## src/oal_pkg.sv

```systemverilog
// shared types and constants for the ordered array list engine
// no dependencies; used by oal_cell, oal_ctrl and the top level
package oal_pkg;

  localparam int CAPACITY = 64;
  localparam int IDX_W    = (CAPACITY > 1) ? $clog2(CAPACITY) : 1;
  localparam int CNT_W    = $clog2(CAPACITY + 1);
  localparam int DATA_W   = 32;
  localparam int OP_W     = 2;
  localparam int ST_W     = 2;
  localparam int POS_W    = 6;
  localparam int COUNT_W  = 7;
  localparam int IN_TDATA_W  = 32;
  localparam int OUT_TDATA_W = 16;

  typedef enum logic [OP_W-1:0] {
    OP_APPEND = 2'd0,
    OP_INSERT = 2'd1,
    OP_SEARCH = 2'd2,
    OP_REMOVE = 2'd3
  } op_t;

  typedef enum logic [ST_W-1:0] {
    ST_OK       = 2'd0,
    ST_FULL     = 2'd1,
    ST_EMPTY    = 2'd2,
    ST_NOTFOUND = 2'd3
  } status_t;

  typedef enum logic [2:0] {
    CMD_HOLD = 3'd0,
    CMD_LOAD = 3'd1,
    CMD_PUSH = 3'd2,
    CMD_PULL = 3'd3,
    CMD_CMP  = 3'd4,
    CMD_SCAN = 3'd5
  } cell_cmd_t;

  typedef struct packed {
    cell_cmd_t           cmd;
    logic [IDX_W-1:0]    target;
    logic [DATA_W-1:0]   value;
  } cell_ctl_t;

  typedef enum logic [4:0] {
    S_IDLE   = 5'b00001,
    S_EXEC   = 5'b00010,
    S_SCAN   = 5'b00100,
    S_REMOVE = 5'b01000,
    S_RESULT = 5'b10000
  } state_t;

endpackage

```

## src/oal_cell.sv

```systemverilog
// one list cell: holds one entry and one match flag, talks to its two neighbors
// depends on oal_pkg
module oal_cell (
  input  logic                      clk,
  input  oal_pkg::cell_ctl_t        ctl,
  input  logic [oal_pkg::IDX_W-1:0] cell_idx,
  input  logic [oal_pkg::DATA_W-1:0] left_entry,
  input  logic [oal_pkg::DATA_W-1:0] right_entry,
  input  logic                      right_flag,
  output logic [oal_pkg::DATA_W-1:0] entry,
  output logic                      flag
);
  import oal_pkg::*;

  logic [DATA_W-1:0] entry_r, entry_nxt;
  logic              flag_r, flag_nxt;

  always_comb begin
    entry_nxt = entry_r;
    flag_nxt  = flag_r;
    unique case (ctl.cmd)
      CMD_HOLD: ;
      CMD_LOAD: if (cell_idx == ctl.target) entry_nxt = ctl.value;
      CMD_PUSH: entry_nxt = left_entry;
      CMD_PULL: if (cell_idx >= ctl.target) entry_nxt = right_entry;
      CMD_CMP:  flag_nxt = (entry_r == ctl.value);
      CMD_SCAN: flag_nxt = right_flag;
      default: ;
    endcase
  end

  always_ff @(posedge clk) begin
    entry_r <= entry_nxt;
    flag_r  <= flag_nxt;
  end

  assign entry = entry_r;
  assign flag  = flag_r;

endmodule

```

## src/oal_ctrl.sv

```systemverilog
// sequencer for the list engine: handshakes, entry count, scan counter, result register
// depends on oal_pkg
module oal_ctrl (
  input  logic                        clk,
  input  logic                        rst_n,
  input  logic                        in_tvalid,
  output logic                        in_tready,
  input  oal_pkg::op_t                in_op,
  input  logic [oal_pkg::DATA_W-1:0]  in_value,
  input  logic                        head_flag,
  output oal_pkg::cell_ctl_t          ctl,
  output logic                        out_tvalid,
  input  logic                        out_tready,
  output oal_pkg::status_t            out_status,
  output logic [oal_pkg::POS_W-1:0]   out_position,
  output logic [oal_pkg::COUNT_W-1:0] out_count
);
  import oal_pkg::*;

  state_t           state_r, state_nxt;
  op_t              op_r, op_nxt;
  logic [DATA_W-1:0] val_r, val_nxt;
  logic [CNT_W-1:0] count_r, count_nxt;
  logic [IDX_W-1:0] scan_r, scan_nxt;
  logic [IDX_W-1:0] pos_r, pos_nxt;
  status_t          status_r, status_nxt;
  logic             out_valid_r, out_valid_nxt;
  status_t          out_status_r, out_status_nxt;
  logic [POS_W-1:0] out_pos_r, out_pos_nxt;
  logic [COUNT_W-1:0] out_count_r, out_count_nxt;

  logic full, empty, scan_last, out_free;

  assign full      = (count_r == CNT_W'(CAPACITY));
  assign empty     = (count_r == '0);
  assign scan_last = ((CNT_W'(scan_r) + CNT_W'(1)) == count_r);
  assign out_free  = !out_valid_r || out_tready;
  assign in_tready = (state_r == S_IDLE);

  always_comb begin
    state_nxt      = state_r;
    op_nxt         = op_r;
    val_nxt        = val_r;
    count_nxt      = count_r;
    scan_nxt       = scan_r;
    pos_nxt        = pos_r;
    status_nxt     = status_r;
    out_valid_nxt  = out_valid_r && !out_tready;
    out_status_nxt = out_status_r;
    out_pos_nxt    = out_pos_r;
    out_count_nxt  = out_count_r;
    ctl.cmd        = CMD_HOLD;
    ctl.target     = '0;
    ctl.value      = val_r;

    unique case (state_r)
      S_IDLE: begin
        if (in_tvalid) begin
          op_nxt    = in_op;
          val_nxt   = in_value;
          state_nxt = S_EXEC;
        end
      end
      S_EXEC: begin
        pos_nxt  = '0;
        scan_nxt = '0;
        unique case (op_r)
          OP_APPEND, OP_INSERT: begin
            if (full) begin
              status_nxt = ST_FULL;
            end else begin
              ctl.cmd    = (op_r == OP_APPEND) ? CMD_LOAD : CMD_PUSH;
              ctl.target = count_r[IDX_W-1:0];
              count_nxt  = count_r + CNT_W'(1);
              status_nxt = ST_OK;
            end
            state_nxt = S_RESULT;
          end
          OP_SEARCH, OP_REMOVE: begin
            if (empty) begin
              status_nxt = ST_EMPTY;
              state_nxt  = S_RESULT;
            end else begin
              ctl.cmd   = CMD_CMP;
              state_nxt = S_SCAN;
            end
          end
          default: state_nxt = S_RESULT;
        endcase
      end
      S_SCAN: begin
        ctl.cmd = CMD_SCAN;
        priority if (head_flag) begin
          pos_nxt    = scan_r;
          status_nxt = ST_OK;
          state_nxt  = (op_r == OP_REMOVE) ? S_REMOVE : S_RESULT;
        end else if (scan_last) begin
          status_nxt = ST_NOTFOUND;
          state_nxt  = S_RESULT;
        end else begin
          scan_nxt = scan_r + IDX_W'(1);
        end
      end
      S_REMOVE: begin
        ctl.cmd    = CMD_PULL;
        ctl.target = pos_r;
        count_nxt  = count_r - CNT_W'(1);
        state_nxt  = S_RESULT;
      end
      S_RESULT: begin
        if (out_free) begin
          out_valid_nxt  = 1'b1;
          out_status_nxt = status_r;
          out_pos_nxt    = POS_W'(pos_r);
          out_count_nxt  = COUNT_W'(count_r);
          state_nxt      = S_IDLE;
        end
      end
      default: state_nxt = S_IDLE;
    endcase
  end

  always_ff @(posedge clk) begin
    if (!rst_n) begin
      state_r     <= S_IDLE;
      count_r     <= '0;
      out_valid_r <= 1'b0;
    end else begin
      state_r     <= state_nxt;
      count_r     <= count_nxt;
      out_valid_r <= out_valid_nxt;
    end
  end

  always_ff @(posedge clk) begin
    op_r         <= op_nxt;
    val_r        <= val_nxt;
    scan_r       <= scan_nxt;
    pos_r        <= pos_nxt;
    status_r     <= status_nxt;
    out_status_r <= out_status_nxt;
    out_pos_r    <= out_pos_nxt;
    out_count_r  <= out_count_nxt;
  end

  assign out_tvalid   = out_valid_r;
  assign out_status   = out_status_r;
  assign out_position = out_pos_r;
  assign out_count    = out_count_r;

endmodule

```

## src/ordered_array_list_engine.sv

```systemverilog
// top level of the ordered array list engine: sequencer plus a row of list cells
// depends on oal_pkg, oal_cell and oal_ctrl
//
// Keeps an ordered list of up to 64 signed 32-bit values in a row of cells. Each input
// transfer carries an operation (append at end, insert at front, search, remove first
// match) and a value; each one yields exactly one result transfer with status, position
// of the first match and the count after the operation. One item is worked on at a
// time. The result register is loaded in the result state once the output register is
// free; append and insert reach it straight from the execute state, search and remove
// after the scan state (remove on a hit also after the remove state), and on an empty
// list both go to it straight from the execute state. The next item can be accepted in
// the cycle right after that load. The match flags of all cells are set together by one
// compare step and then shift one cell per cycle toward cell 0, where the sequencer looks
// for the first hit. An insert moves every cell's entry to its right neighbor and a remove
// moves the entries from the match onward one cell toward the head, all at the same edge.
// A finished result waits in the output register while the next item is taken.
module ordered_array_list_engine (
  input  logic                              clk,
  input  logic                              rst_n,
  // input channel
  input  logic                              in_tvalid,
  output logic                              in_tready,
  input  logic [oal_pkg::IN_TDATA_W-1:0]    in_tdata,  // [31:0] value
  input  logic [oal_pkg::OP_W-1:0]          in_tuser,  // [1:0] operation
  // result channel
  output logic                              out_tvalid,
  input  logic                              out_tready,
  output logic [oal_pkg::OUT_TDATA_W-1:0]   out_tdata  // [1:0] status, [7:2] position,
                                                       // [14:8] count, [15] zero
);
  import oal_pkg::*;

  cell_ctl_t          ctl;
  status_t            res_status;
  logic [POS_W-1:0]   res_position;
  logic [COUNT_W-1:0] res_count;

  // per-cell entry and match flag, cell 0 is the list head
  logic [DATA_W-1:0] entry_w [CAPACITY];
  logic              flag_w  [CAPACITY];

  oal_ctrl u_ctrl (
    .clk          (clk),
    .rst_n        (rst_n),
    .in_tvalid    (in_tvalid),
    .in_tready    (in_tready),
    .in_op        (op_t'(in_tuser)),
    .in_value     (in_tdata[DATA_W-1:0]),
    .head_flag    (flag_w[0]),
    .ctl          (ctl),
    .out_tvalid   (out_tvalid),
    .out_tready   (out_tready),
    .out_status   (res_status),
    .out_position (res_position),
    .out_count    (res_count)
  );

  // chain of cells: each sees its left and right neighbor, ends are closed off
  for (genvar i = 0; i < CAPACITY; i++) begin : g_cell
    logic [DATA_W-1:0] left_w, right_w;
    logic              right_flag_w;

    if (i == 0) begin : g_head
      // insert at front feeds the new value into the head
      assign left_w = ctl.value;
    end else begin : g_mid_left
      assign left_w = entry_w[i-1];
    end

    if (i == CAPACITY - 1) begin : g_tail
      assign right_w      = entry_w[i];
      assign right_flag_w = 1'b0;
    end else begin : g_mid_right
      assign right_w      = entry_w[i+1];
      assign right_flag_w = flag_w[i+1];
    end

    oal_cell u_cell (
      .clk         (clk),
      .ctl         (ctl),
      .cell_idx    (IDX_W'(i)),
      .left_entry  (left_w),
      .right_entry (right_w),
      .right_flag  (right_flag_w),
      .entry       (entry_w[i]),
      .flag        (flag_w[i])
    );
  end

  // result packing, status in the low bits
  assign out_tdata = {1'b0, res_count, res_position, res_status};

endmodule
```

## config.mk

```make
export PLATFORM = sky130hd
export DESIGN_NAME = ordered_array_list_engine
export DESIGN_NICKNAME = d
export VERILOG_FILES = /design/src/oal_pkg.sv /design/src/oal_cell.sv /design/src/oal_ctrl.sv /design/src/ordered_array_list_engine.sv
export SDC_FILE = /design/constraint.sdc
export NUM_CORES = 2
export LEC_CHECK = 0
export ABC_AREA = 1
export BUFFER_PORTS_ARGS = -buffer_cell sky130_fd_sc_hd__buf_2
export CAP_MARGIN = 15
export CORE_MARGIN = 2
export CORE_UTILIZATION = 45
export CTS_BUF_LIST = sky130_fd_sc_hd__clkbuf_16
export DETAILED_ROUTE_END_ITERATION = 10
export HOLD_SLACK_MARGIN = 0.02
export SETUP_SLACK_MARGIN = 0.5
export SLEW_MARGIN = 5
export SYNTH_ARGS = -nofsm -noshare
export SYNTH_HDL_FRONTEND = slang
export SYNTH_SLANG_ARGS = --single-unit
export TNS_END_PERCENT = 100
```

## constraint.sdc

```tcl
create_clock -name clk -period 5.45 [get_ports clk]
set_input_delay 0.545 -clock clk [delete_from_list [all_inputs] [get_ports clk]]
set_output_delay 0.545 -clock clk [all_outputs]
set_load 0.005 [all_outputs]
```

==> impl_metrics.csv <==
group,metric,value,unit
layout,instances_no_fill,16177,
sta,slew_viol_final,0,
setup_path,critPathRequiredTime,5.99,ns
power,power.internal,0.0299,W
power,clkPwrFrac,38.2,%
logic_synthesis,synthCells,12657,
layout,syn_to_final_growth,7.74,%
layout,nNetsFinal,12256,
setup_path,r2r-start,"u_ctrl.state_r[0]",
placement,place.port_buffers,54,
sta,hold_violations,0,
setup_path,crit_path_end_kind,"register",
logic_synthesis,yosysTopAreaCell,"edfxtp_1",
min_path,whs_endpoint,"u_ctrl.val_r[26]",
route,dr.pass1.iters,7,
sta,rsz0062_at_grt,"no",
logic_synthesis,synth_cell_types,48,
clock_tree,path_clk_slew,0.06,ns
route,via_per_inst,6.09,
grt,grt_pass1_vias,93689,
sta,worst_pin_slew,1.23,ns
clock_tree,cts_buffers,247,
sta,fin_crit_sh,76.7,%
floorplan,core_area,0.288,mm²
logic_synthesis,synthArstFlopShare,0,%
setup_path,r2r_cells,12,
setup_path,cpMaxStageDelayCell,"o21ai_4",
setup_path,cpPeakStageDelay,0.65,ns
sta,setup_viol,0,
power,combPwrFrac,14.4,%
floorplan,dieArea,0.294,mm²
power,leakagePower,51.8,nW
floorplan,initial_core_util,45.2,%
grt,grt_max_degree,181,
logic_synthesis,synth_top_area_share,50.2,%
route,drt_iter0_drc,10917,
floorplan,rows,197,
sta,finClkSkew,0.0632,ns
clock_tree,cts_root_buffer,"clkbuf_16",
logic_synthesis,synth_edf_count,2175,
setup_path,critical_path_class,"register to register",
power,pwr-share-seq,47.4,%
setup_path,arrival,4.72,ns
power,power,0.0410,W
layout,final_util,48.7,%
logic_synthesis,synthTopCellsByCount,"2768 x nand2_1, 2175 x edfxtp_1, 2068 x inv_1",
logic_synthesis,syn_avg_cell_area,10.3,µm²
min_path,hold_depth,1,
floorplan,ios,56,
clock_tree,cts_buffer_depth,4,
logic_synthesis,syn-num-nets,12702,
sta,fmax,239,MHz
grt,gr-total-overflow,0,
floorplan,fp.dieH,542,µm
power,netSwitchingFraction,27.0,%
sta,relSlewSlack,17.8,%
grt,track_usage,26.7,%
setup_path,reg2reg_to,"g_cell[63].u_cell.entry[16]",
setup_path,critPathBufInv,3,
logic_synthesis,synth-seq-cells,2188,
min_path,min-delay-path-class,"input port to register",
route,ant_nets,0,
placement,dp_hpwl,297000,µm
sta,hold_ws,0.0683,ns
min_path,min_from,"in_tdata[26]",
sta,finalSetupTns,0,ns
setup_path,crit_cells,12,
sta,fin_crit,4.18,ns
placement,gp_congestion,0.964,
logic_synthesis,yosysWarnings,0,
clock_tree,insertion_delay,0.92,ns
logic_synthesis,yosys-top-cells-area,"edfxtp_1 50%, o221ai_2 12%, nand2_1 8.0%, o221ai_1 6.3%, inv_1 6.0%",
clock_tree,clock-sinks,2188,
setup_path,r2r_slack,1.27,ns
logic_synthesis,synth_ff_type,"edfxtp_1",
grt,grt_pass1_wl,604000,µm
grt,antenna_found_initial,4,
route,wire_per_inst,25.0,µm
logic_synthesis,yosysMostFrequentCell,"nand2_1",
layout,final_layout_size_suffix_gt1_share,14.1,%
clock_tree,cts_tree,"done",
logic_synthesis,syn_area,0.130,mm²
route,num_vias,98557,
placement,placed_cells,15709,
setup_path,worstPathCellList,"nor2_4, nand2_1, nor3_4, buf_4, nand2_1, nand2_1, nand2_1, buf_4, nor2_1, nand2_1, o21ai_4, buf_4",
setup_path,crit_family,"simple AND/OR/NAND/NOR gates",
clock_tree,post_cts_buffers,0,
floorplan,die_w,542,µm
route,drc_errors,0,
route,wl,404000,µm
power,p_per_area,292,mW/mm²
clock_tree,cts.htree.levels,4,
setup_path,cp_max_fo,37,
logic_synthesis,seq_area_frac_synth,50.4,%
job,drv_cap,0,
setup_path,start_kind,"register",
run_status,status,"finished, final reports clean",
setup_path,cpMostUsedCell,"nand2_1",
power,p_sw,0.0111,W
power,peakVddDrop,0.265,mV
-- final cells by class --
type | instances | area (µm²)
antenna | 2 | 5.00
clock buffer | 247 | 6180
clock inverter | 185 | 1120
fill | 26341 | 148000
inverter | 2098 | 7890
multi-input combinational | 7349 | 51800
sequential | 2188 | 65600
tap | 3781 | 4730
timing repair buffer | 327 | 2930
-- worst register-to-register path: cells and delay by family (launching register included) --
kind / cells / cell delay, ns
compound gates: 1 / 0.66
buf+inv: 3 / 1.19
flops: 1 / 0.36
simple gates: 8 / 1.61
-- what timing repair did --
item	in CTS	in global routing
gates resized for setup	0	0
hold buffers	34	0
endpoints found under the hold margin	44	0
-- power by group through the flow --
stage	Combinational (W)	Sequential [W]	Clock, W
3_5_place_dp	0.00582	0.0198	0
4_1_cts	0.00586	0.0194	0.0159
2_1_floorplan	0.00418	0.0197	0
6_report	0.00592	0.0194	0.0157
5_1_grt	0.00640	0.0195	0.0165
3_3_place_gp	0.00567	0.0198	0
-- routing by layer --
layer	part of all wire [%]	wire length, µm	vias to the layer above	track usage (%)
met3	6.4	26000	808	3.24
met5	0	0	-	0
met1	40	162000	48803	34.5
met2	47	189000	4258	43.1
li1	-	-	44688	-
met4	6.6	26800	0	15.6
-- cell usage in the layout, fill, tap and decap left out, types with 121 or more instances in the layout --
cell type	synthesis	routed
edfxtp_1	2175	2175
xor2_1	655	655
o221ai_1	936	936
clkbuf_16	0	247
nand4_1	593	593
nor2_1	302	289
nand2_1	2768	2762
nor3_1	317	317
buf_4	106	197
nand3_1	125	121
o221ai_2	1000	1000
xnor2_1	202	202
inv_1	2068	2123
-- worst max-delay path by stage --
stage | endpoint | start | slack, ns
6_report | g_cell[63].u_cell.entry[16] | u_ctrl.state_r[0] | 1.27
5_1_grt | g_cell[63].u_cell.entry[16] | u_ctrl.state_r[0] | 1.17
4_1_cts | g_cell[63].u_cell.entry[19] | u_ctrl.state_r[0] | 1.38
3_5_place_dp | g_cell[63].u_cell.entry[18] | u_ctrl.state_r[0] | 1.42
3_3_place_gp | g_cell[63].u_cell.entry[18] | u_ctrl.state_r[0] | 1.34
2_1_floorplan | g_cell[40].u_cell.entry[0] | u_ctrl.state_r[3] | 1.22
-- logic make-up (layout without fill, tap and decap cells) --
group                    count (synthesis)  in the layout  synth area share [%]
AO/OA/AOI/OAI                         2248           2248                  19.3
flip-flops                            2188           2188                  50.4
other                                    1              3               0.00288
buffers and inverters                 3120           2857                  10.3
AND/OR/NAND/NOR                       4236           4236                  14.2
adder cells (fa/ha/maj)                  7              7                0.0730
XOR/XNOR                               857            857                  5.76
-- through the flow --
step	setup WS (ns)	instance area (µm²)
finish	1.27	140000
global route	1.17	140000
CTS	1.38	140000
detailed placement	1.42	133000
global placement	1.34	133000
floorplan	1.22	130000
-- state kept, by name (all words and copies together) (netlist names), 2 cells and up --
name	cells
u_ctrl.state_r	5
g_cell.u_cell.entry	2048
u_ctrl.pos_r	6
u_ctrl.out_position	6
u_ctrl.out_status	2
u_ctrl.status_r	2
u_ctrl.count_r	7
u_ctrl.val_r	32
u_ctrl.op_r	2
u_ctrl.out_count	7
u_ctrl.scan_r	6
g_cell.u_cell.flag	64
No activity file was read; power rests on OpenSTA's default activity.
